File: config.mk
export PLATFORM = sky130hd
export DESIGN_NAME = lesf_scan
export DESIGN_NICKNAME = d
export VERILOG_FILES = /design/src/hw/rtl/lesf_pkg.sv /design/src/hw/rtl/lesf_scan.sv
export SDC_FILE = /design/constraint.sdc
export NUM_CORES = 1
export LEC_CHECK = 0
export BUFFER_PORTS_ARGS = -buffer_cell sky130_fd_sc_hd__buf_2
export CAP_MARGIN = 20
export CORE_MARGIN = 5
export CORE_UTILIZATION = 50
export DETAILED_ROUTE_END_ITERATION = 7
export HOLD_SLACK_MARGIN = 0.1
export PLACE_DENSITY = 0.75
export REMOVE_ABC_BUFFERS = 1
export SYNTH_ARGS = -nofsm -noshare
export SYNTH_HDL_FRONTEND = slang
export SYNTH_SLANG_ARGS = --single-unit
File: constraint.sdc
create_clock -name clk -period 12.7 [get_ports clk]
set_input_delay 0.635 -clock clk [delete_from_list [all_inputs] [get_ports clk]]
set_output_delay 0.635 -clock clk [all_outputs]
set_load 0.1 [all_outputs]
File: src/hw/rtl/lesf_pkg.sv
// ----------------------------------------------------------------------------
// lesf_pkg
// shared constants and types of the largest empty square finder
// ----------------------------------------------------------------------------
package lesf_pkg;

  localparam int MAX_COLS = 1024;
  localparam int MAX_ROWS = 1024;

  localparam int COL_W   = 10;
  localparam int ROW_W   = 10;
  localparam int CNT_W   = 11;
  localparam int SCORE_W = 11;
  localparam int CHAR_W  = 8;

  localparam logic [SCORE_W-1:0] SCORE_MAX = {SCORE_W{1'b1}};
  localparam logic [CNT_W-1:0]   WIDTH_MAX = CNT_W'(MAX_COLS);
  localparam logic [ROW_W-1:0]   ROW_LAST  = ROW_W'(MAX_ROWS - 1);

  localparam logic REG_EMPTY_CHAR = 1'b0;
  localparam logic REG_ROW_WIDTH  = 1'b1;

  localparam logic [CHAR_W-1:0] EMPTY_CHAR_RST = 8'd46;
  localparam logic [CNT_W-1:0]  ROW_WIDTH_RST  = 11'd1024;

  typedef struct packed {
    logic [ROW_W-1:0] row;
    logic [COL_W-1:0] col;
    logic             free;
    logic             last;
  } cell_t;

  typedef struct packed {
    logic busy;
    logic last;
  } stage_t;

endpackage

File: src/hw/rtl/lesf_scan.sv
// ----------------------------------------------------------------------------
// lesf_scan
// raster position tracking; gives the row and column of each incoming cell
// ----------------------------------------------------------------------------
module lesf_scan
  import lesf_pkg::*;
(
  input  logic              clk,
  input  logic              rst,
  input  logic              accept,
  input  logic [CHAR_W-1:0] cell_char,
  input  logic              last_cell,
  input  logic [CHAR_W-1:0] empty_char,
  input  logic [CNT_W-1:0]  row_width,
  output cell_t             item
);

  logic [ROW_W-1:0] row_index;
  logic [COL_W-1:0] col_index;
  logic [ROW_W-1:0] row_index_next;
  logic [COL_W-1:0] col_index_next;
  logic [CNT_W-1:0] width;
  logic             wrap;
  logic [CNT_W-1:0] col_inc;

  function automatic logic [ROW_W-1:0] row_step(input logic [ROW_W-1:0] r);
    return (r == ROW_LAST) ? r : r + ROW_W'(1);
  endfunction

  always_comb begin
    if (row_width == '0) begin
      width = CNT_W'(1);
    end else if (row_width > WIDTH_MAX) begin
      width = WIDTH_MAX;
    end else begin
      width = row_width;
    end
    wrap      = ({1'b0, col_index} >= width);
    item.col  = wrap ? '0 : col_index;
    item.row  = wrap ? row_step(row_index) : row_index;
    item.free = (cell_char == empty_char);
    item.last = last_cell;
    col_inc   = {1'b0, item.col} + CNT_W'(1);
    if (last_cell) begin
      row_index_next = '0;
      col_index_next = '0;
    end else if (col_inc >= width) begin
      row_index_next = row_step(item.row);
      col_index_next = '0;
    end else begin
      row_index_next = item.row;
      col_index_next = col_inc[COL_W-1:0];
    end
  end

  always_ff @(posedge clk) begin
    if (rst) begin
      row_index <= '0;
      col_index <= '0;
    end else if (accept) begin
      row_index <= row_index_next;
      col_index <= col_index_next;
    end
  end

endmodule

==> run summary <==
The data required time at the worst endpoint is 12860 ps. Detailed placement ended at an HPWL of 4820 microns. The setup skew after layout came out at roughly 3.9 ps. The number of nets with antenna violations after detailed routing is 0.

The count of buffers inserted at the top-level ports came out at 52. The run finished with clean final reports. The root buffer cell is sky130_fd_sc_hd__clkbuf_8. STA classifies the critical path startpoint as an input pin.

The total track usage came out at between 10% and 20%. The most used flip-flop cell after synthesis is sky130_fd_sc_hd__dfxtp_1. The number of nets at the end of the flow came out at about 400. The hold violation total from the final report is 0. The initial standard-cell utilization of the core came out at around half. At the end of routability-driven placement, the weighted congestion stood at ~0.9. The total wire length is 6050 microns.

The die covers 6040 sq um. Sorting the synthesized cells by area gives the leading types as sky130_fd_sc_hd__dfxtp_1 17%, sky130_fd_sc_hd__ha_1 13%, sky130_fd_sc_hd__nand2_1 6.1%. The number of clock sinks is 20. The number of synthesized flops with an enable pin is 0. The floorplan step defined a core boundary enclosing 4410 sq um. The remaining global-route overflow came out at 0.

The share of the synthesized area in the top cell type is between 10% and 20%. The wire length of the first global-routing pass is 10100 microns. The height of the chip came out at 77.7 microns. After synthesis, the share of flip-flops with an asynchronous set or reset is 0%. Buffers inserted during clock tree synthesis total 3.

The largest fanout on the critical path is 16. The power density normalized to cell area is about 55 nW/um^2. The master of the slowest instance on the critical path is sky130_fd_sc_hd__or4b_1. The path class of the tightest hold or removal check is register to register. STA puts the critical path data arrival time at 6070 ps. Measured against its own limit, the worst slew margin works out to 45.8%.

The area of the mapped netlist came out at 2290 sq um. The peak per-stage delay on the critical path is 560 ps. The DRC marker count from the first detailed-route iteration is between 100 and 150. Compared with the post-synthesis result, the final layout area differs by 13.3%. The antenna diode count came out at 0.

The worst setup path is of the input pin to register kind. In the final timing run, aggregate negative setup slack is 0 ps. The cell type contributing the most total cell area after synthesis is sky130_fd_sc_hd__dfxtp_1. Dividing the final minimum period by the clock period gives 46.5%. Dividing the synthesized area by the synthesized cell count gives approximately 7.7 sq um. The maximum clock insertion buffer count is 2.

The synthesized design contains 20 register bits. In this run the post-CTS setup repair buffer count came out at 0. TritonCTS built the clock tree. The total I/O pin count is 53. Once layout is complete, the utilization of the core stands at 58.8%.

For this run, the detailed router's first-pass iteration total came to 5. In this run the number of H-tree levels came out at 1. The total number of yosys warnings is 0. The highest clock frequency the design can meet is 169 MHz. The final max-slew violation count came to 0. In this run the register-to-register setup slack is 7400 ps. The transition time of the tightest slew-check pin is approximately 800 ps. The number of global-route vias before repair came to 2230. The filler cell count came out at 399. The total of hold buffers inserted after clock tree synthesis came out at 0. The clock reaches the later pin of the worst-skew pair after 270 ps. The sequential element share of the synthesized area is 17.5%. The x dimension of the die is 77.7 microns. The initial antenna violation count came out at 0.

Clock-pin slew was measured on the worst setup and hold paths at around 80 ps. The routed via count divided by cell count came out at 6.02. Entering global routing, the biggest net connects 17 pins. The number of remaining DRC errors came out at 0. Setup violations remaining at the end of the flow were counted as 0. Of the cells placed in the final design, the portion with a size suffix greater than 1 is 20.9%.

The time the final worst path needs with I/O delays and setup came out at 5900 ps. Setup repair after global routing left no endpoint under its margin. The number of distinct library cells after synthesis came out at 62. The worst voltage drop across the vdd grid is 0.0431 mV.

The overall via count from detail_route is 2352. The leakage power of the design is 1.27 nW. The count of instances resized after the clock tree is built came out at 0. The worst setup path is captured at a register. The gate count after technology mapping is just under 300. The number of maximum-capacitance violations came out at 0.

The site row count is 24. In the final routed layout, each cell accounts on average for 15.5 microns.
-- sequential cells by signal, indices dropped and copies added (netlist names) --
register	cells
col_index	10
row_index	10
-- metal layers --
metal / track usage (%) / vias to the layer above / wire length, microns
met5: 0 / - / 0
met4: 6.01 / 0 / 115
met3: 3.70 / 14 / 396
met2: 32.0 / 80 / 2700
met1: 27.1 / 1069 / 2840
li1: - / 1189 / -
-- metrics by stage --
stage / hold slack (ps) / total power, mW / std cells / worst slack [ps] / cell area (sq um)
finish: 526 / 0.142 / 391 / 6800 / 2600
global placement: 502 / 0.0981 / 388 / 6810 / 2560
CTS: 527 / 0.142 / 391 / 6860 / 2600
detailed placement: 515 / 0.0988 / 388 / 6590 / 2560
floorplan: 480 / 0.0861 / 284 / 6200 / 2230
global route: 555 / 0.148 / 391 / 6440 / 2600
-- worst max-delay path: cells and delay by family --
kind,cells,cell delay (ps)
and+or+nand+nor,12,3100
AOI/OAI and AO/OA,7,1230
adders and majority gates,3,770
muxes,1,140
buffers and inverters,1,100
xor gates and xnor gates,1,80
-- where the power goes --
part / switching, mW / total [mW] / leakage [nW] / internal (mW)
clock: 0.0233 / 0.0446 / 0.0216 / 0.0213
sequential: 0.000360 / 0.0633 / 0.161 / 0.0630
combinational: 0.0211 / 0.0342 / 1.09 / 0.0131
total: 0.0447 / 0.142 / 1.27 / 0.0973
-- kinds of logic (layout without fill, tap and decap cells) --
logic type,count (synthesis),count (layout),share of synthesized area (%)
AO/OA/AOI/OAI,70,70,23.9
XOR/XNOR,23,23,8.78
multiplexers,6,6,2.67
AND/OR/NAND/NOR,133,133,30.1
adder cells (fa/ha/maj),24,24,13.1
flip-flops,20,20,17.5
buffers and inverters,21,63,4.04
-- worst paths after layout --
path / start / endpoint / depth (start not counted)
min: row_index[1] / row_index[1] / 2
max reg2reg: col_index[0] / row_index[9] / 22
min reg2reg: row_index[1] / row_index[1] / 2
max: row_width[2] / row_index[9] / 25
-- area by class of cell --
cell class	instances	area (sq um)	area share, %
clock buffer	3	41.3	1.59
sequential	20	400	15.4
timing repair buffer	52	260	10.0
multi-input combinational	256	1800	69.3
tap	52	65.1	2.50
inverter	8	30.0	1.16
-- cells in the mapped netlist, types with 6 or more instances --
library cell / count
sky130_fd_sc_hd__nand2_1: 37
sky130_fd_sc_hd__inv_1: 7
sky130_fd_sc_hd__ha_1: 24
sky130_fd_sc_hd__nand3_1: 13
sky130_fd_sc_hd__o21ai_0: 6
sky130_fd_sc_hd__and2_1: 7
sky130_fd_sc_hd__xnor2_1: 14
sky130_fd_sc_hd__clkbuf_1: 6
sky130_fd_sc_hd__nor4_1: 6
sky130_fd_sc_hd__a21oi_1: 18
sky130_fd_sc_hd__and3_1: 9
sky130_fd_sc_hd__nor2_1: 26
sky130_fd_sc_hd__dfxtp_1: 20
sky130_fd_sc_hd__xor2_1: 9
-- cells in the final DEF, fill, tap and decap left out, types with 6 or more instances in the layout --
| cell | instances |
|---|---|
| sky130_fd_sc_hd__a21oi_1 | 18 |
| sky130_fd_sc_hd__and2_1 | 7 |
| sky130_fd_sc_hd__and3_1 | 9 |
| sky130_fd_sc_hd__buf_2 | 52 |
| sky130_fd_sc_hd__dfxtp_1 | 20 |
| sky130_fd_sc_hd__ha_1 | 24 |
| sky130_fd_sc_hd__inv_1 | 7 |
| sky130_fd_sc_hd__nand2_1 | 37 |
| sky130_fd_sc_hd__nand3_1 | 13 |
| sky130_fd_sc_hd__nor2_1 | 26 |
| sky130_fd_sc_hd__nor4_1 | 6 |
| sky130_fd_sc_hd__o21ai_0 | 6 |
| sky130_fd_sc_hd__xnor2_1 | 14 |
| sky130_fd_sc_hd__xor2_1 | 9 |
No activity file was read; power rests on OpenSTA's default activity.
