[config.mk]
export PLATFORM = sky130hd
export DESIGN_NAME = lesf_score
export DESIGN_NICKNAME = d
export VERILOG_FILES = /design/src/hw/rtl/lesf_pkg.sv /design/src/hw/rtl/lesf_score.sv
export SDC_FILE = /design/constraint.sdc
export NUM_CORES = 1
export LEC_CHECK = 0
export ABC_AREA = 0
export BUFFER_PORTS_ARGS = -buffer_cell sky130_fd_sc_hd__buf_2
export CORE_MARGIN = 5
export CORE_UTILIZATION = 56
export DETAILED_ROUTE_END_ITERATION = 7
export GPL_TIMING_DRIVEN = 1
export PLACE_DENSITY = 0.77
export SLEW_MARGIN = 30
export SYNTH_ARGS = -nofsm -noshare
export SYNTH_HDL_FRONTEND = slang
export SYNTH_SLANG_ARGS = --single-unit
[constraint.sdc]
create_clock -name clk -period 10.3 [get_ports clk]
set_input_delay 1.03 -clock clk [delete_from_list [all_inputs] [get_ports clk]]
set_output_delay 1.03 -clock clk [all_outputs]
set_load 0.02 [all_outputs]
[src/hw/rtl/lesf_pkg.sv]
// ----------------------------------------------------------------------------
// lesf_pkg
// shared constants and types of the largest empty square finder
// ----------------------------------------------------------------------------
package lesf_pkg;

  localparam int MAX_COLS = 1024;
  localparam int MAX_ROWS = 1024;

  localparam int COL_W   = 10;
  localparam int ROW_W   = 10;
  localparam int CNT_W   = 11;
  localparam int SCORE_W = 11;
  localparam int CHAR_W  = 8;

  localparam logic [SCORE_W-1:0] SCORE_MAX = {SCORE_W{1'b1}};
  localparam logic [CNT_W-1:0]   WIDTH_MAX = CNT_W'(MAX_COLS);
  localparam logic [ROW_W-1:0]   ROW_LAST  = ROW_W'(MAX_ROWS - 1);

  localparam logic REG_EMPTY_CHAR = 1'b0;
  localparam logic REG_ROW_WIDTH  = 1'b1;

  localparam logic [CHAR_W-1:0] EMPTY_CHAR_RST = 8'd46;
  localparam logic [CNT_W-1:0]  ROW_WIDTH_RST  = 11'd1024;

  typedef struct packed {
    logic [ROW_W-1:0] row;
    logic [COL_W-1:0] col;
    logic             free;
    logic             last;
  } cell_t;

  typedef struct packed {
    logic busy;
    logic last;
  } stage_t;

endpackage

[src/hw/rtl/lesf_score.sv]
// ----------------------------------------------------------------------------
// lesf_score
// score stage: combines the row buffer read with left and diagonal scores,
// writes the score back, tracks the best square and holds the result
// ----------------------------------------------------------------------------
module lesf_score
  import lesf_pkg::*;
(
  input  logic               clk,
  input  logic               rst,
  input  logic               accept,
  input  cell_t              item,
  input  logic [SCORE_W-1:0] up_rd,
  output logic               wr_en,
  output logic [COL_W-1:0]   wr_col,
  output logic [SCORE_W-1:0] wr_score,
  output logic               ready,
  output stage_t             stage,
  output logic               res_valid,
  input  logic               res_ready,
  output logic               res_found,
  output logic [ROW_W-1:0]   res_row,
  output logic [COL_W-1:0]   res_col,
  output logic [SCORE_W-1:0] res_size
);

  logic               busy;
  cell_t              cur;
  logic               fwd;
  logic [SCORE_W-1:0] fwd_score;
  logic [SCORE_W-1:0] left_score;
  logic [SCORE_W-1:0] diag_score;
  logic [SCORE_W-1:0] top_size;
  logic [ROW_W-1:0]   top_row;
  logic [COL_W-1:0]   top_col;
  logic [SCORE_W-1:0] top_size_next;
  logic [ROW_W-1:0]   top_row_next;
  logic [COL_W-1:0]   top_col_next;
  logic [SCORE_W-1:0] up;
  logic [SCORE_W-1:0] least;
  logic [SCORE_W-1:0] score;
  logic               fire;

  always_comb begin
    up    = fwd ? fwd_score : up_rd;
    least = (left_score < up) ? left_score : up;
    least = (least < diag_score) ? least : diag_score;
    if (!cur.free) begin
      score = '0;
    end else if (cur.row == '0 || cur.col == '0) begin
      score = SCORE_W'(1);
    end else if (least == SCORE_MAX) begin
      score = SCORE_MAX;
    end else begin
      score = least + SCORE_W'(1);
    end
    if (score > top_size) begin
      top_size_next = score;
      top_row_next  = cur.row;
      top_col_next  = cur.col;
    end else begin
      top_size_next = top_size;
      top_row_next  = top_row;
      top_col_next  = top_col;
    end
  end

  assign fire       = busy && (!cur.last || !res_valid || res_ready);
  assign ready      = !busy || fire;
  assign wr_en      = fire;
  assign wr_col     = cur.col;
  assign wr_score   = score;
  assign stage.busy = busy;
  assign stage.last = cur.last;

  always_ff @(posedge clk) begin
    if (rst) begin
      busy       <= 1'b0;
      res_valid  <= 1'b0;
      fwd        <= 1'b0;
      left_score <= '0;
      diag_score <= '0;
      top_size   <= '0;
      top_row    <= '0;
      top_col    <= '0;
    end else begin
      if (accept) begin
        busy <= 1'b1;
        fwd  <= fire && (cur.col == item.col);
      end else if (fire) begin
        busy <= 1'b0;
      end
      if (fire) begin
        left_score <= score;
        diag_score <= up;
        if (cur.last) begin
          top_size <= '0;
          top_row  <= '0;
          top_col  <= '0;
        end else begin
          top_size <= top_size_next;
          top_row  <= top_row_next;
          top_col  <= top_col_next;
        end
      end
      if (fire && cur.last) begin
        res_valid <= 1'b1;
      end else if (res_ready) begin
        res_valid <= 1'b0;
      end
    end
  end

  always_ff @(posedge clk) begin
    if (accept) begin
      cur       <= item;
      fwd_score <= score;
    end
    if (fire && cur.last) begin
      res_found <= (top_size_next != '0);
      res_row   <= top_row_next;
      res_col   <= top_col_next;
      res_size  <= top_size_next;
    end
  end

endmodule

==> summary.md, run 1 <==
| Metric | Value |
|---|---|
| Outcome | `finished, final reports clean` |
| Critical R2R Launch | `fwd` |
| Detailed-route DRC error count | `0` |
| Synth top area cells | `edfxtp_1 (30%), dfxtp_1 (17%), nand2_1 (6.9%)` |
| Maximum vdd drop | `0.230 mV` |
| Critical Path RT | `10650 ps` |
| Ys async rst share | `0` |
| Final nets | `835` |
| Setup TNS | `0 ps` |
| Commonest non-fill, non-tap cells in the layout | `nand2_1 (118), buf_2 (93), nor2_1 (69)` |
| Rel. slew slack | `0.394` |
| Iteration-0 DRC Markers | `478` |
| Placement Setup Slack | `584 ps` |
| CTS tree | `built` |
| Post-Synthesis Cells | `676` |
| Port bufs | `94` |
| Vias | `5570` |
| Global-route wire length before repair | `28.5 mm` |
| R2R depth | `33` |
| Global placer's final weighted congestion | `1.00` |
| Clock Path Buffers | `2` |
| Hold Path Depth | `2` |
| Post-Syn Nets | `745` |
| CP Capture Type | `register` |
| CTS HTree Levels | `4` |
| N_diodes | `0` |
| Total I/O pin count | `95` |
| Total wire length | `18.3 mm` |
| Crit path time final | `9500 ps` |
| Kind of critical path | `in2reg` |
| Die H | `117 µm` |
| Crit-path most repeated cell | `ha_1` |
| Part of the cycle the worst path needs | `0.922` |
| EDFF count, synth | `65` |
| Slew Limit Fails | `0` |
| Startpoint types | `input port` |
| Later-pin clock latency in the skew report | `420 ps` |
| Overall Power | `1.60 mW` |
| Met2 wire len | `8.62 mm` |
| YS warnings | `0` |
| Hold path start | `top_size[5]` |
| Placed Instance Area | `7000 µm²` |
| Share of cells above drive strength 1 | `0.204` |
| Worst setup margin | `799 ps` |
| Top routing layer in use | `met4` |
| Metal1 wirelength | `7.91 mm` |
| CP top delay family | `compound AO/OA/AOI/OAI gates` |
| Wire length per cell | `19.9 µm` |
| Layout area overhead | `18.2%` |
| Routed wl met3 | `1.32 mm` |
| Leakage | `3.04 nW` |
| Fmax | `0.105 GHz` |
| CTS Sinks | `121` |
| Die area | `13700 µm²` |
| Mapped Area | `6410 µm²` |
| Root Driver | `clkbuf_16` |
| Worst Hold End | `top_size[5]` |
| Hold Path Class | `reg2reg` |
| Initial antenna violation count | `0` |
| Largest net degree at the start of global routing | `57` |
| Measured slew at the worst slew-check pin | `906 ps` |
| Vias in the first global route | `5396` |
| Hold Violations, Final | `0` |
| Post-CTS Setup Inserts | `0` |
| Synth top area share | `0.305` |
| Unrepaired setup endpoints after global routing | `false` |
| Detail Route Antenna Nets | `0` |
| GRT Resource Usage Total | `0.276` |
| Leading cell type in the layout, fill and taps excluded | `nand2_1` |
| Syn Area/Cell | `9.48 µm²` |
| 1st-pass router iterations | `5` |
| Core region area | `11300 µm²` |
| Number of fill cells | `912` |
| Reg clk slew, reported paths | `60 ps` |
| Via density per instance | `6.04` |
| Setup violations, final | `0` |
| Max stage delay on crit path | `680 ps` |
| Data arrival, critical path | `9850 ps` |
| Final non-filler cell area | `7570 µm²` |
| Clk_skew | `9.55 ps` |
| Post-synthesis sequential area ratio | `0.480` |
| Die width | `117 µm` |
| Flop2flop setup slack | `810 ps` |
| Post-DP HPWL | `13.1 mm` |
| Crit-path slowest cell | `a211o_1` |
| Yosys top cell by area | `edfxtp_1` |
| GRT overflow | `0` |
| CP Buf/Inv Count | `6` |
| CP max FO | `25` |
| PD cells | `212 nW/µm²` |
| Post-synth top flop | `edfxtp_1` |
| # rows | `39` |
| R2r endpoint | `top_size[8]` |
| Initial Util | `0.566` |
| Synth unique cells | `63` |
| Num CTS Buffers | `17` |
| Synth Register Bits | `121` |
| Max-Cap Viols | `0` |
==> worst min-delay path, stage by stage, from the launching register on <==
cell and delay (ps):
dfxtp_1 330, a21oi_1 60, nor2_1 80
==> per-stage QoR <==
step | util | hold slack [ps] | cells
global route | 0.669 | 528 | 922
finish | 0.669 | 502 | 922
detailed placement | 0.618 | 490 | 890
floorplan | - | 457 | 676
CTS | 0.669 | 501 | 922
global placement | 0.618 | 471 | 890
==> sequential cells by signal (all words and copies together), names as in the netlist, 10 cells and up <==
name,count
diag_score,11
res_col,10
res_size,11
top_row,10
cur,11
top_size,11
top_col,10
fwd_score,11
res_row,10
left_score,11
wr_col,10
==> synth_stat cells (all sizes together), types with 2 or more instances <==
cell type and instances:
o22ai 2, ha 32, nand2 119, a211oi 17, and2 4, a211o 2
inv 33, nand3b 2, dfxtp 56, nor2b 5, a31oi 4, mux2 6
a21oi 45, clkbuf 23, edfxtp 65, a21o 2, xnor2 18, o21ai 16
nand4 12, nor2 70, xor2 8, or4 2, nand3 17, o31ai 6
nor4 7, o21a 2, nor3 8, and4 2, mux2i 17, buf 17
a2111oi 4, o31a 3, a41oi 2, a22oi 29, o211ai 3
==> where the power goes <==
group | switching (mW) | total [mW] | leakage, nW | internal [mW]
Sequential | 0.0256 | 0.591 | 1.08 | 0.565
Clock | 0.236 | 0.570 | 0.273 | 0.335
Combinational | 0.301 | 0.443 | 1.68 | 0.142
==> logic make-up (layout without fill, tap and decap cells) <==
| family | Yosys count | in the layout | synth area share |
|---|---|---|---|
| compound gates | 150 | 150 | 0.164 |
| fa+ha+maj | 32 | 32 | 0.0625 |
| flops | 121 | 121 | 0.480 |
| mux | 23 | 23 | 0.0377 |
| simple gates | 251 | 251 | 0.170 |
| buf+inv | 73 | 176 | 0.0512 |
| xor+xnor | 26 | 26 | 0.0355 |
==> how the worst max path moves through the flow <==
stage,start,end,slack [ps],cells after the start
floorplan,up_rd[9],res_found,1530,34
global placement,up_rd[9],top_size[6],980,37
detailed placement,up_rd[9],top_size[8],580,35
CTS,fwd,top_size[8],690,33
global route,up_rd[9],top_size[4],20,35
finish,up_rd[9],top_size[8],800,35
==> layer usage <==
metal	up-vias	track usage
li1	2621	-
met1	2664	0.369
met2	245	0.440
met3	40	0.0627
met4	0	0.107
met5	-	0
==> cell type report <==
cell class / instances / area [µm²] / area share
clock buffers: 20 / 468 / 0.0618
clock inverters: 12 / 106 / 0.0140
inverters: 33 / 124 / 0.0164
multi-input cells: 482 / 3020 / 0.399
flip-flops and latches: 121 / 3070 / 0.406
well taps: 143 / 179 / 0.0236
repair buffers: 111 / 601 / 0.0793
==> timing repair <==
item                       in CTS  in global routing
hold buffers                    0                  0
setup endpoints to repair       0                 15
resized for setup               0                  1
No activity file was read; power rests on OpenSTA's default activity.
==> inputs of run 2 (changes only) <==
==> constraint.sdc (replaced) <==
create_clock -name clk -period 10.57 [get_ports clk]
set_input_delay 1.057 -clock clk [delete_from_list [all_inputs] [get_ports clk]]
set_output_delay 1.057 -clock clk [all_outputs]
set_load 0.02 [all_outputs]
==> run 2 against run 1 <==
  * Critical path depth increased by 1
  * Clock-buffer cell count decreased by 2
  * Cell count decreased by 0.43%
  * Utilization decreased by 0.20 points
  * Worst setup slack got worse by 8.5 ps
  * Combinational power decreased by 5.9%
  * Global-route usage about the same
  * Sequential power decreased by 3%
  * Clock skew increased by 6.1 ps
  * Design area decreased by 0.30%
  * Clock power decreased by 0.9%
  * Total power decreased by 2.9%
  * Largest cell class unchanged
==> summary.md, run 2 (synthesis gave the netlist of run 1 again) <==
| Metric | Value |
|---|---|
| Final nets | `831 (-0.48%)` |
| CP Capture Type | `register` |
| Later-pin clock latency in the skew report | `420 ps (about the same)` |
| Max-Cap Viols | `0 (unchanged)` |
| Startpoint types | `input port` |
| GRT Resource Usage Total | `0.277 (+0.000484)` |
| Via density per instance | `6.05 (+0.22%)` |
| R2R depth | `35 (+6.1%)` |
| Die width | `117 µm (unchanged)` |
| Num CTS Buffers | `17 (unchanged)` |
| Clock Path Buffers | `2 (unchanged)` |
| 1st-pass router iterations | `5 (unchanged)` |
| Placed Instance Area | `6970 µm² (-0.36%)` |
| Final non-filler cell area | `7550 µm² (-0.30%)` |
| Hold_buf cts | `0 (unchanged)` |
| Layout area overhead | `17.8%` |
| Setup violations, final | `0 (unchanged)` |
| Crit path to | `res_found` |
| CTS tree | `built` |
| Vias | `5558 (-0.22%)` |
| Initial antenna violation count | `0 (unchanged)` |
| Root Driver | `clkbuf_16` |
| Rel. slew slack | `0.377 (-0.0168)` |
| Measured slew at the worst slew-check pin | `930 ps (+24.0 ps)` |
| CTS HTree Levels | `4 (unchanged)` |
| # rows | `39 (unchanged)` |
| Initial Util | `0.566 (unchanged)` |
| Post-DP HPWL | `13.2 mm (+0.88%)` |
| Clk_skew | `15.6 ps (+6.05 ps)` |
| Flop2flop setup slack | `900 ps (+90 ps)` |
| R2r endpoint | `res_found` |
| Total wire length | `18.3 mm (-0.23%)` |
| Overall Power | `1.56 mW (-2.9%)` |
| Unrepaired setup endpoints after global routing | `false` |
| GRT overflow | `0 (unchanged)` |
| Port bufs | `94 (unchanged)` |
| Leakage | `3.03 nW (-0.33%)` |
| Wire length per cell | `19.9 µm (+0.20%)` |
| Number of fill cells | `895 (-1.9%)` |
| Kind of critical path | `in2reg` |
| Hold WS | `512 ps (+9.71 ps)` |
| PD cells | `206 nW/µm² (-2.6%)` |
| Cells after DPL | `886 (-0.45%)` |
| Commonest non-fill, non-tap cells in the layout | `nand2_1 (118), buf_2 (93), nor2_1 (69)` |
| Maximum vdd drop | `0.226 mV (-1.7%)` |
| Share of cells above drive strength 1 | `0.200 (-0.00411)` |
| Post-CTS Setup Inserts | `0 (unchanged)` |
| Max stage delay on crit path | `660 ps (-20 ps)` |
| CTS Sinks | `121 (unchanged)` |
| Die area | `13700 µm² (unchanged)` |
| Detail Route Antenna Nets | `0 (unchanged)` |
| Crit path time final | `9780 ps` |
| Critical R2R Launch | `fwd` |
| Part of the cycle the worst path needs | `0.925` |
| Die H | `117 µm (unchanged)` |
| Vias in the first global route | `5525 (+2.4%)` |
| Core region area | `11300 µm² (unchanged)` |
| Hold Path Class | `reg2reg` |
| Post-cts resize count | `0 (unchanged)` |
| Global placer's final weighted congestion | `0.966 (-3.4%)` |
| Critical Path RT | `10710 ps (+60 ps)` |
| Hold Violations, Final | `0 (unchanged)` |
| Outcome | `finished, final reports clean` |
| Crit-path slowest cell | `a211o_1` |
| Fin util | `0.667 (-0.00199)` |
| Data arrival, critical path | `9920 ps (+70 ps)` |
| Largest net degree at the start of global routing | `57 (unchanged)` |
| Leading cell type in the layout, fill and taps excluded | `nand2_1` |
| N_diodes | `0 (unchanged)` |
| Iteration-0 DRC Markers | `535 (+12%)` |
| Fin cells | `918 (-0.43%)` |
| Reg clk slew, reported paths | `50 ps (about the same)` |
| Fmax | `0.102 GHz` |
| Global-route wire length before repair | `28.6 mm (+0.17%)` |
| Slew Limit Fails | `0 (unchanged)` |
| Worst setup margin | `791 ps (-8.55 ps)` |
| Placement Setup Slack | `554 ps (-30.0 ps)` |
| Detailed-route DRC error count | `0 (unchanged)` |
| CP max FO | `25 (unchanged)` |
| Setup TNS | `0 ps (unchanged)` |
| Start point of the critical path | `up_rd[9]` |
| Crit-path most repeated cell | `ha_1` |
| Total I/O pin count | `95 (unchanged)` |
-- run 2: changes by cell type in the layout (fill, tap and decap cells not counted), sizes merged --
| cell | change |
|---|---|
| bufinv | +2 |
| clkbuf | -2 |
| clkinvlp | -2 |
| clkinv | +4 |
| buf | -4 |
| inv | -2 |
-- run 2: worst min path at each step --
| stage | startpoint | endpoint | slack, ps | cells after the start |
|---|---|---|---|---|
| floorplan | top_size[5] | top_size[5] | 460 | 2 |
| global placement | top_size[5] | top_size[5] | 480 | 2 |
| detailed placement | top_size[5] | top_size[5] | 500 | 2 |
| CTS | top_size[5] | top_size[5] | 510 | 2 |
| global route | top_size[8] | top_size[8] | 540 | 2 |
| finish | top_size[1] | top_size[1] | 510 | 2 |
-- run 2: routing by layer --
metal  GRT usage  up-vias  part of all wire
li1            -     2610                 -
met3      0.0668       43             0.076
met1       0.352     2624              0.42
met2       0.449      281              0.47
met5           0        -                 0
met4       0.124        0             0.032
-- run 2: layout make-up --
class,count,area (µm²),area share
tap,143,179,0.0237
clock buffer,18,429,0.0568
sequential,121,3070,0.407
multi-input combinational,482,3030,0.401
clock inverter,14,148,0.0196
timing repair buffer,107,571,0.0756
inverter,33,124,0.0164
-- run 2: critical path, delay by kind of cell --
kind / cells / cell delay, ps
AND/OR/NAND/NOR: 9 / 1190
AO/OA/AOI/OAI: 16 / 5100
multiplexers: 1 / 360
adder cells (fa/ha/maj): 4 / 1070
buffers and inverters: 6 / 1150
-- run 2: report_power, final --
part	total [mW]	internal, mW	leakage, nW	switching, mW
registers	0.575	0.551	1.08	0.0246
logic	0.417	0.131	1.66	0.287
clock network	0.565	0.348	0.282	0.217
total	1.56	1.03	3.03	0.528
