File: src/hw/rtl/lesf_ram.sv
// ----------------------------------------------------------------------------
// lesf_ram
// generic single-write, single-read ram with registered read data
// ----------------------------------------------------------------------------
module lesf_ram #(
  parameter int WIDTH = 8,
  parameter int DEPTH = 16
) (
  input  logic                     clk,
  input  logic                     we,
  input  logic [$clog2(DEPTH)-1:0] waddr,
  input  logic [WIDTH-1:0]         wdata,
  input  logic                     re,
  input  logic [$clog2(DEPTH)-1:0] raddr,
  output logic [WIDTH-1:0]         rdata
);

  logic [WIDTH-1:0] mem [DEPTH];

  always_ff @(posedge clk) begin
    if (we) begin
      mem[waddr] <= wdata;
    end
    if (re) begin
      rdata <= mem[raddr];
    end
  end

endmodule

File: config.mk
export PLATFORM = sky130hd
export DESIGN_NAME = lesf_ram
export DESIGN_NICKNAME = d
export VERILOG_FILES = /design/src/hw/rtl/lesf_ram.sv
export SDC_FILE = /design/constraint.sdc
export NUM_CORES = 1
export LEC_CHECK = 0
export BUFFER_PORTS_ARGS = -buffer_cell sky130_fd_sc_hd__buf_2
export CORE_MARGIN = 1
export CORE_UTILIZATION = 65
export DETAILED_ROUTE_END_ITERATION = 8
export PLACE_DENSITY = 0.89
export SLEW_MARGIN = 20
export SYNTH_ARGS = -nofsm -noshare
export SYNTH_HDL_FRONTEND = slang
export SYNTH_SLANG_ARGS = --single-unit
File: constraint.sdc
create_clock -name clk -period 5.05 [get_ports clk]
set_input_delay 0.505 -clock clk [delete_from_list [all_inputs] [get_ports clk]]
set_output_delay 0.505 -clock clk [all_outputs]
set_load 0.03 [all_outputs]
==> metrics.md, run 1 <==
| Metric | Value |
|---|---|
| Hold path start | re |
| First-pass iteration count of the detailed router | 7 |
| Worst Setup End Kind | register |
| Post-synth EDFFs | approximately 140 |
| Minimum clock period | between 2000 and 2500 ps |
| HP Class | input pin to register |
| Synth Area in Compound Gates | under 10% |
| Clk pin slew, worst setup/hold paths | about 60 ps |
| Area Growth Syn to Fin | 13.74% |
| Maximum fanout along the worst path | 32 |
| Seq pwr share | between 50% and 60% |
| Syn Std Cell Area | between 5000 and 6000 µm² |
| Initial Util | 67.30% |
| Inserted Clock Buffers | 17 |
| Antenna-violating nets left | 0 |
| Hold Fails Final Rpt | 0 |
| Crit path DAT | roughly 2300 ps |
| CTS tree | yes |
| PD cells | 418.2 nW/µm² |
| # setup viols final | 0 |
| Root Buffer | clkbuf_8 |
| Nets | between 200 and 300 |
| Quantity of I/O buffers inserted on ports | 26 |
| Die extent in x | 91.68 µm |
| Seq/Total Area, Yosys | around four fifths |
| Final core utilization | roughly three quarters |
| Yosys reg bits | ~140 |
| Syn Nets | 248 |
| Core area | about 7800 µm² |
| Async S/R FF share, synth | 0% |
| Sequential cell area | ~4000 µm² |
| Library cells used by synthesis | 18 |
| Simple-Gate Fraction of Synth Area | roughly 3.1% |
| Peak Freq | 0.4850 GHz |
| Slew HR | a little under a third |
| Vert. Die Dim | 91.68 µm |
| Cells on worst reg2reg path | 3 |
| DRC | 0 |
| Total of max-cap violations | 0 |
| Clk sinks | roughly 140 |
| Site row count | 32 |
| Gpl congestion | approximately 0.72 |
| Post-CTS Resized | 0 |
| Area occupied by multi-input gates | 1072 µm² |
| RSZ-0062 raised after global routing | no |
| Vias | roughly 2500 |
| Yosys top cell area share | between 70% and 80% |
| Status | complete, no violations |
| Fraction of layout cells with a size suffix above 1 | around 28% |
| YS warnings | 0 |
| Reg-to-reg startpoint | mem[1][6] |
| Post-detail-place hpwl | between 5000 and 6000 µm |
| H-Tree Depth | 4 |
| Int Power | about 2 mW |
| LEAKAGE | about 2 nW |
| Total Wirelength | a little over 10000 µm |
| Hold Crit Depth | 1 |
| Setup Buffers After CTS | 0 |
| Via/cell ratio | 6.683 |
| Combinational Power Share | ~4.9% |
| Commonest non-fill, non-tap cell in the layout | edfxtp_1 |
| Sw Share | 21.24% |
| Post-cts hold buffer count | 0 |
| Total grt overflow | 0 |
| Cells after Synth | between 200 and 250 |
| Psw | 0.5280 mW |
| Largest net degree at the start of global routing | 33 |
| Worst slew pin tran | between 1000 and 1500 ps |
| Synth Area in XOR/XNOR | 0% |
| # IOs | 27 |
| Hold slack | about 370 ps |
| RR Endpoint | rdata[6] |
| Most area-consuming cells after synthesis | edfxtp_1 (78%), mux4_2 (7.8%), mux4_1 (7.0%), a22oi_1 (2.3%), nor2_1 (0.93%) |
| Worst ir drop on vdd | between 0.0004 and 0.0005 V |
| Hold Path Sink | rdata[3] |
| First DRT Iteration DRCs | 335 |
| First-pass GRT wire length | ~15000 µm |
| Post-synthesis mux area share | 14.79% |
| Max Slew Vio Count | 0 |
| CTS Buffer Depth | 2 |
| # diodes | 0 |
| Setup Skew | 8.263 ps |
| CP startpoint kind | input pin |
| Final TNS setup | 0 ps |
| Main combinational cell family by area after synthesis | multiplexers |
| FILL cells | between 300 and 400 |
| Synth Area in Adders | 0% |
| R2R setup slack | 3520 ps |
| Initial antenna violation count | 0 |
| Critical path class | input pin to register |
| WL/cell | 26.87 µm |
| Final clock period utilization by the worst path | between 40% and 50% |
| WP data required | 5310 ps |
| Clock share of power | a little over two fifths |
| Synth area leader | edfxtp_1 |
| Die area | approximately 8400 µm² |
| Most frequent cells in the layout | edfxtp_1 (136), buf_2 (26), mux4_2 (18), a22oi_1 (16), clkbuf_16 (16) |
| Clock latency at the later pin of the worst-skew pair | between 500 and 600 ps |
| Post-synth top flop | edfxtp_1 |
| Vias in the first global route | 2489 |
| Overall global routing resource usage | 27.17% |
| Syn_area_per_cell | around 23 µm² |
worst max-delay path, stage by stage:
cell	delay [ps]
buf_2	770
mux4_1	680
a22oi_1	270
nand2_1	80
cells by family (layout without fill, tap and decap cells):
group,after synthesis,after routing
AOI/OAI and AO/OA,16,16
muxes,32,32
DFF,136,136
and+or+nand+nor,35,35
buffers and inverters,10,58
power by group through the flow:
stage | logic (mW) | registers [mW] | clock network (mW)
after global placement | 0.114 | 1.30 | 0
after CTS | 0.121 | 1.28 | 1.09
after floorplan | 0.0642 | 1.31 | 0
final | 0.121 | 1.28 | 1.09
after global routing | 0.129 | 1.28 | 1.14
after detailed placement | 0.118 | 1.30 | 0
registers in the layout, indices dropped and copies added (netlist names):
register and count:
rdata 8, mem 128
stage by stage:
| stage | total power [mW] | setup WS [ps] | std cells | area (µm²) |
|---|---|---|---|---|
| floorplan | 1.376 | 3052 | 229 | 5228 |
| global placement | 1.415 | 2454 | 348 | 5411 |
| detailed placement | 1.421 | 2475 | 348 | 5421 |
| CTS | 2.491 | 2986 | 379 | 5946 |
| global route | 2.552 | 2893 | 379 | 5946 |
| finish | 2.486 | 2988 | 379 | 5946 |
how the worst max path moves through the flow:
stage	from	end	cells past startpoint
after global routing	raddr[0]	rdata[1]	4
after detailed placement	raddr[0]	rdata[3]	4
after floorplan	waddr[2]	mem[0][0]	2
after CTS	raddr[0]	rdata[1]	4
after global placement	raddr[0]	rdata[4]	4
final	raddr[0]	rdata[3]	4
area by class of cell:
type                    count  area share, %
flip-flops and latches    136          68.69
multi-input cells          83          18.03
clock buffers              17          6.965
repair buffers             27          2.315
well taps                 102          2.146
clock inverters            14          1.852
metal layers:
layer  routed length, µm  share of wire, %  vias up  global-route usage (%)
met1                4173                41     1284                   41.91
met5                   0                 0        -                       0
met4                  70              0.69        0                   7.540
met3                 990               9.7       10                   7.463
li1                    -                 -     1055                       -
met2                4948                49      184                   39.41
synthesized netlist by cell type, drive strengths merged (2+ instances only):
library cell and n:
a22oi 16, buf 7, clkdlybuf4s25 3, edfxtp 136, mux4 32, nand2 9
nand2b 2, nand3b 2, nor2 13, nor3 4
No activity file was read; power rests on OpenSTA's default activity.
==> run 2: changes to the inputs <==
--- a/config.mk
+++ b/config.mk
@@ -7,9 +7,9 @@
 export LEC_CHECK = 0
 export BUFFER_PORTS_ARGS = -buffer_cell sky130_fd_sc_hd__buf_2
 export CORE_MARGIN = 1
-export CORE_UTILIZATION = 65
+export CORE_UTILIZATION = 60
 export DETAILED_ROUTE_END_ITERATION = 8
-export PLACE_DENSITY = 0.89
+export PLACE_DENSITY = 0.83
 export SLEW_MARGIN = 20
 export SYNTH_ARGS = -nofsm -noshare
 export SYNTH_HDL_FRONTEND = slang
==> constraint.sdc (replaced) <==
create_clock -name clk -period 2.1 [get_ports clk]
set_input_delay 0.21 -clock clk [delete_from_list [all_inputs] [get_ports clk]]
set_output_delay 0.21 -clock clk [all_outputs]
set_load 0.03 [all_outputs]
==> metrics.md, run 2 (synthesis results as in run 1) <==
| Metric | Value |
|---|---|
| CP startpoint kind | register |
| Fraction of layout cells with a size suffix above 1 | 30.54% (+2.4 points) |
| Slew HR | 59.68% (+29 points) |
| Root Buffer | clkbuf_8 |
| Clk sinks | 136 (unchanged) |
| Inserted Clock Buffers | 17 (unchanged) |
| Post-cts hold buffer count | 0 (unchanged) |
| Gpl congestion | 0.7404 (+2.3%) |
| Maximum fanout along the worst path | 1 (-97%) |
| Clock latency at the later pin of the worst-skew pair | 510 ps (about the same) |
| Worst ir drop on vdd | 0.0004869 V (+14%) |
| Worst slew pin tran | 602.6 ps (-428.1 ps) |
| Sw Share | 19.96% (-1.3 points) |
| Total grt overflow | 0 (unchanged) |
| Die area | 9090 µm² (+8.1%) |
| Most frequent cells in the layout | edfxtp_1 (136), buf_2 (26), buf_4 (19), mux4_2 (18) |
| Slowest CP cell | mux4_1 |
| Vias | 2551 (+0.71%) |
| Core area | 8341 µm² (+7.4%) |
| First DRT Iteration DRCs | 290 (-13%) |
| DRC | 0 (unchanged) |
| CP max stage delay | 560 ps (-210 ps) |
| Minimum clock period | 1608 ps |
| WP data required | 2350 ps (-2960 ps) |
| RSZ-0062 raised after global routing | no |
| CTS Buffer Depth | 2 (unchanged) |
| First-pass GRT wire length | 15330 µm (-0.54%) |
| Total of max-cap violations | 0 (unchanged) |
| Vert. Die Dim | 95.34 µm (+4.0%) |
| Quantity of I/O buffers inserted on ports | 26 (unchanged) |
| # diodes | 0 (unchanged) |
| Pwr Total | 6.049 mW (+140%) |
| Critical-path cell list | mux4_1 -> a22oi_1 -> nand2_1 |
| Crit path max-delay family | multiplexers |
| Nets | 304 (+7.0%) |
| Critical path class | register to register |
| First-pass iteration count of the detailed router | 6 (-1) |
| Combinational Power Share | 5.1% (+0.2 points) |
| Die extent in x | 95.34 µm (+4.0%) |
| Vias in the first global route | 2577 (+3.5%) |
| Overall global routing resource usage | 25.72% (-1.4 points) |
| R2R setup slack | 490 ps (-3030 ps) |
| Crit path DAT | 1860 ps (-460 ps) |
| # IOs | 27 (unchanged) |
| Clock share of power | 44.1% (+0.4 points) |
| Largest net degree at the start of global routing | 22 (-33%) |
| Setup Buffers After CTS | 0 (unchanged) |
| PD cells | 988.4 nW/µm² (+140%) |
| Biggest register | mem |
| Post-CTS Resized | 0 (unchanged) |
| Worst Setup End Kind | register |
| FILL cells | 452 (+14%) |
| Critical path buffers and inverters | 0 (-1) |
| Total Wirelength | 10220 µm (+0.30%) |
| Top flop regs | mem x128, rdata x8 |
| Hold Fails Final Rpt | 0 (unchanged) |
| Via/cell ratio | 6.330 (-5.3%) |
| Setup Skew | 3.942 ps (-4.322 ps) |
| CTS tree | yes |
| Initial antenna violation count | 0 (unchanged) |
| Status | complete, no violations |
| Commonest non-fill, non-tap cell in the layout | edfxtp_1 |
| Clk pin slew, worst setup/hold paths | 60 ps (about the same) |
| Initial Util | 62.68% (-4.6 points) |
| H-Tree Depth | 4 (unchanged) |
| Site row count | 33 (+3.1%) |
| Int Power | 4.842 mW (+150%) |
| HP Class | input pin to register |
| Max Slew Vio Count | 0 (unchanged) |
| Largest register FFs | 128 (unchanged) |
| Antenna-violating nets left | 0 (unchanged) |
| Peak Freq | 0.6217 GHz |
| WL/cell | 25.35 µm (-5.7%) |
| Area Growth Syn to Fin | 17.07% |
| Seq pwr share | 50.9% (-0.6 points) |
| # setup viols final | 0 (unchanged) |
| Final TNS setup | 0 ps (unchanged) |
| Post-detail-place hpwl | 6082 µm (+3.6%) |
| LEAKAGE | 2.095 nW (+6.4%) |
| Final clock period utilization by the worst path | 76.59% |
| Psw | 1.207 mW (+130%) |
-- run 2: cell count changes in the layout (fill, tap and decap cells not counted), sizes merged --
| cell | before | now |
|---|---|---|
| clkinv | 8 | 10 |
| inv | 1 | 0 |
| buf | 27 | 47 |
| bufinv | 1 | 2 |
| clkbuf | 17 | 20 |
| clkinvlp | 4 | 0 |
-- run 2: layout make-up --
cell class / instances / area, µm² / share of cell area, %
flip-flops and latches: 136 / 4084 / 66.73
clock buffers: 20 / 425.4 / 6.952
well taps: 105 / 131.4 / 2.147
multi-input cells: 83 / 1057 / 17.28
repair buffers: 47 / 312.8 / 5.111
clock inverters: 12 / 108.9 / 1.779
-- run 2: worst reg2reg max path: stages, from the launching register on --
cell and delay (ps):
edfxtp_1 390, mux4_1 560, a22oi_1 300, nand2_1 110
-- run 2: power groups by stage --
stage / Clock (mW) / Combinational [mW] / Sequential [mW]
after detailed placement: 0 / 0.301 / 3.13
after global routing: 2.83 / 0.329 / 3.08
final: 2.66 / 0.307 / 3.08
after floorplan: 0 / 0.154 / 3.15
after CTS: 2.70 / 0.307 / 3.08
after global placement: 0 / 0.290 / 3.13
-- run 2: final timing paths --
kind	endpoint	cells past startpoint	from
setup / recovery	rdata[5]	3	mem[1][5]
hold / removal	rdata[5]	1	re
setup reg to reg	rdata[5]	3	mem[1][5]
hold reg to reg	rdata[4]	3	mem[12][4]
-- run 2: stage by stage --
stage          hold WS (ps)  instance area, µm²  util [%]  std cells  setup slack, ps
2_1_floorplan         308.9                5228         -        229            397.1
3_3_place_gp          588.4                5585     66.97        371            331.8
3_5_place_dp          590.0                5585     66.97        371            310.7
4_1_cts               54.81                6120     73.37        403            481.4
5_1_grt               50.97                6120     73.37        403            453.6
6_report              71.71                6120     73.37        403            491.6
-- run 2: layer usage --
| layer | up-vias | global-route usage (%) | share of wire, % |
|---|---|---|---|
| met3 | 29 | 7.656 | 7.8 |
| met4 | 0 | 11.87 | 2.4 |
| met1 | 1287 | 33.82 | 39 |
| met5 | - | 0 | 0 |
| li1 | 1097 | - | - |
| met2 | 138 | 40.00 | 50 |
==> run 3: changes to the inputs <==
==> constraint.sdc (replaced) <==
create_clock -name clk -period 1.63 [get_ports clk]
set_input_delay 0.163 -clock clk [delete_from_list [all_inputs] [get_ports clk]]
set_output_delay 0.163 -clock clk [all_outputs]
set_load 0.03 [all_outputs]
==> metrics.md, run 3 (synthesis results as in run 1) <==
| Metric | Value |
|---|---|
| Status | complete, no violations |
| Worst ir drop on vdd | 0.0009077 V (+86%) |
| DRC | 0 (unchanged) |
| PD cells | 1236 nW/µm² (+25%) |
| HP Class | input pin to register |
| Overall global routing resource usage | 25.44% (-0.28 points) |
| Hold Crit Depth | 1 (unchanged) |
| DR WL met3 | 714 µm (-10%) |
| Cells after DPL | 376 (+1.3%) |
| Hold Fails Final Rpt | 0 (unchanged) |
| WL/cell | 24.83 µm (-2.0%) |
| Crit path max-delay family | multiplexers |
| Critical-path cell list | mux4_2 -> a22oi_2 -> buf_4 -> nand2_1 |
| Max Slew Vio Count | 0 (unchanged) |
| Minimum clock period | 1525 ps (-83.47 ps) |
| Inserted Clock Buffers | 17 (unchanged) |
| LEAKAGE | 2.116 nW (+0.97%) |
| Hold slack | 28.56 ps (-43.15 ps) |
| Quantity of I/O buffers inserted on ports | 26 (unchanged) |
| Die area | 9090 µm² (unchanged) |
| Gpl congestion | 0.7375 (-0.39%) |
| Total Wirelength | 10180 µm (-0.34%) |
| # IOs | 27 (unchanged) |
| Total grt overflow | 0 (unchanged) |
| CP startpoint kind | register |
| Post-detail-place hpwl | 6366 µm (+4.7%) |
| Cells on worst reg2reg path | 4 (+1) |
| Core area | 8341 µm² (unchanged) |
| Worst slew pin tran | 496.3 ps (-106.4 ps) |
| Initial antenna violation count | 0 (unchanged) |
| Clk sinks | 136 (unchanged) |
| Most frequent cells in the layout | edfxtp_1 (136), buf_2 (26), buf_4 (22), mux4_2 (18), clkbuf_16 (16) |
| Final TNS setup | 0 ps (unchanged) |
| Fraction of layout cells with a size suffix above 1 | 33.44% (+2.9 points) |
| Largest register FFs | 128 (unchanged) |
| # setup viols final | 0 (unchanged) |
| Setup Skew | 5.120 ps (+1.179 ps) |
| Biggest register | mem |
| First DRT Iteration DRCs | 170 (-41%) |
| Area Growth Syn to Fin | 18.53% |
| Site row count | 33 (unchanged) |
| Final clock period utilization by the worst path | 93.56% (+17 points) |
| Vias | 2552 (+0.039%) |
| CTS tree | yes |
| Root Buffer | clkbuf_8 |
| Max layer used | met4 |
| Die extent in x | 95.34 µm (unchanged) |
| Critical path buffers and inverters | 1 (+1) |
| RSZ-0062 raised after global routing | no |
| Total of max-cap violations | 0 (unchanged) |
| Slowest CP cell | mux4_2 |
| CTS Buffer Depth | 2 (unchanged) |
| Initial Util | 62.68% (unchanged) |
| WP depth | 4 (+1) |
| Clk pin slew, worst setup/hold paths | 60 ps (about the same) |
| WP data required | 1890 ps (-460 ps) |
| Wire length on met1 | 4313 µm (+7.0%) |
| Peak Freq | 0.6558 GHz (+5.5%) |
| Top flop regs | mem x128, rdata x8 |
| First-pass iteration count of the detailed router | 4 (-2) |
| CP max stage delay | 500 ps (-60 ps) |
| Worst Setup End Kind | register |
| Metal2 WL | 4945 µm (-3.9%) |
| Nets | 311 (+2.3%) |
| Vias in the first global route | 2593 (+0.62%) |
| Maximum fanout along the worst path | 1 (unchanged) |
| Vert. Die Dim | 95.34 µm (unchanged) |
| Pwr Total | 7.657 mW (+27%) |
| Crit path DAT | 1780 ps (-80 ps) |
| H-Tree Depth | 4 (unchanged) |
| Fin cells | 410 (+1.7%) |
| Critical path class | register to register |
| Commonest non-fill, non-tap cell in the layout | edfxtp_1 |
| First-pass GRT wire length | 15160 µm (-1.1%) |
| Via/cell ratio | 6.224 (-1.7%) |
| Antenna-violating nets left | 0 (unchanged) |
| Slew HR | 66.79% (+7.1 points) |
| Largest net degree at the start of global routing | 25 (+14%) |
| Clock latency at the later pin of the worst-skew pair | 520 ps (about the same) |
| # diodes | 0 (unchanged) |
==> run 3: cell types whose count changed in the layout (fill, tap and decap cells not counted), sizes merged <==
cell and change:
clkinv -2, dlygate4sd3 +2, inv +3, buf +5
clkbuf -3, clkinvlp +4, bufinv -2
==> run 3: report_power, final <==
| group | switching [mW] | total (mW) | internal (mW) |
|---|---|---|---|
| clock | 1.41 | 3.27 | 1.86 |
| sequential | 0.0245 | 3.97 | 3.94 |
| combinational | 0.241 | 0.417 | 0.176 |
==> run 3: timing repair <==
action / CTS / global route
setup endpoints to repair: 0 / 1
gates resized for setup: 0 / 1
hold endpoints to repair: 3 / 0
buffers inserted: 0 / 0
hold buffers: 2 / 0
==> run 3: path summary, 6_finish.rpt <==
check                                from         end  slack [ps]
worst max register to register  mem[2][6]    rdata[6]         110
worst max-delay path            mem[2][6]    rdata[6]         110
worst min-delay path             wdata[0]  mem[15][0]          30
worst min register to register  mem[3][7]    rdata[7]         770
==> run 3: cell type report <==
cell class | count | area (µm²)
fillers | 461 | 2145
flip-flops and latches | 136 | 4084
multi-input cells | 83 | 1067
repair buffers | 54 | 395.4
well taps | 105 | 131.4
clock inverters | 15 | 103.9
clock buffers | 17 | 414.1
==> run 3: through the flow <==
| step | worst slack [ps] | instance area, µm² | util, % |
|---|---|---|---|
| 2_1_floorplan | 184.6 | 5233 | - |
| 3_3_place_gp | -89.66 | 5653 | 67.78 |
| 3_5_place_dp | -102.2 | 5653 | 67.78 |
| 4_1_cts | 34.15 | 6191 | 74.23 |
| 5_1_grt | 55.70 | 6196 | 74.29 |
| 6_report | 105.1 | 6196 | 74.29 |
==> run 3: worst register-to-register path, delay by kind of cell (launching register included) <==
kind                   cells  cell delay [ps]
AO/OA/AOI/OAI              1              200
multiplexers               1              500
flip-flops                 1              390
AND/OR/NAND/NOR            1               50
buffers and inverters      1              130
==> run 3: routing by layer <==
metal	global-route usage, %	vias up
li1	-	1110
met1	35.03	1298
met2	38.45	125
met3	7.895	19
met4	10.10	0
met5	0	-
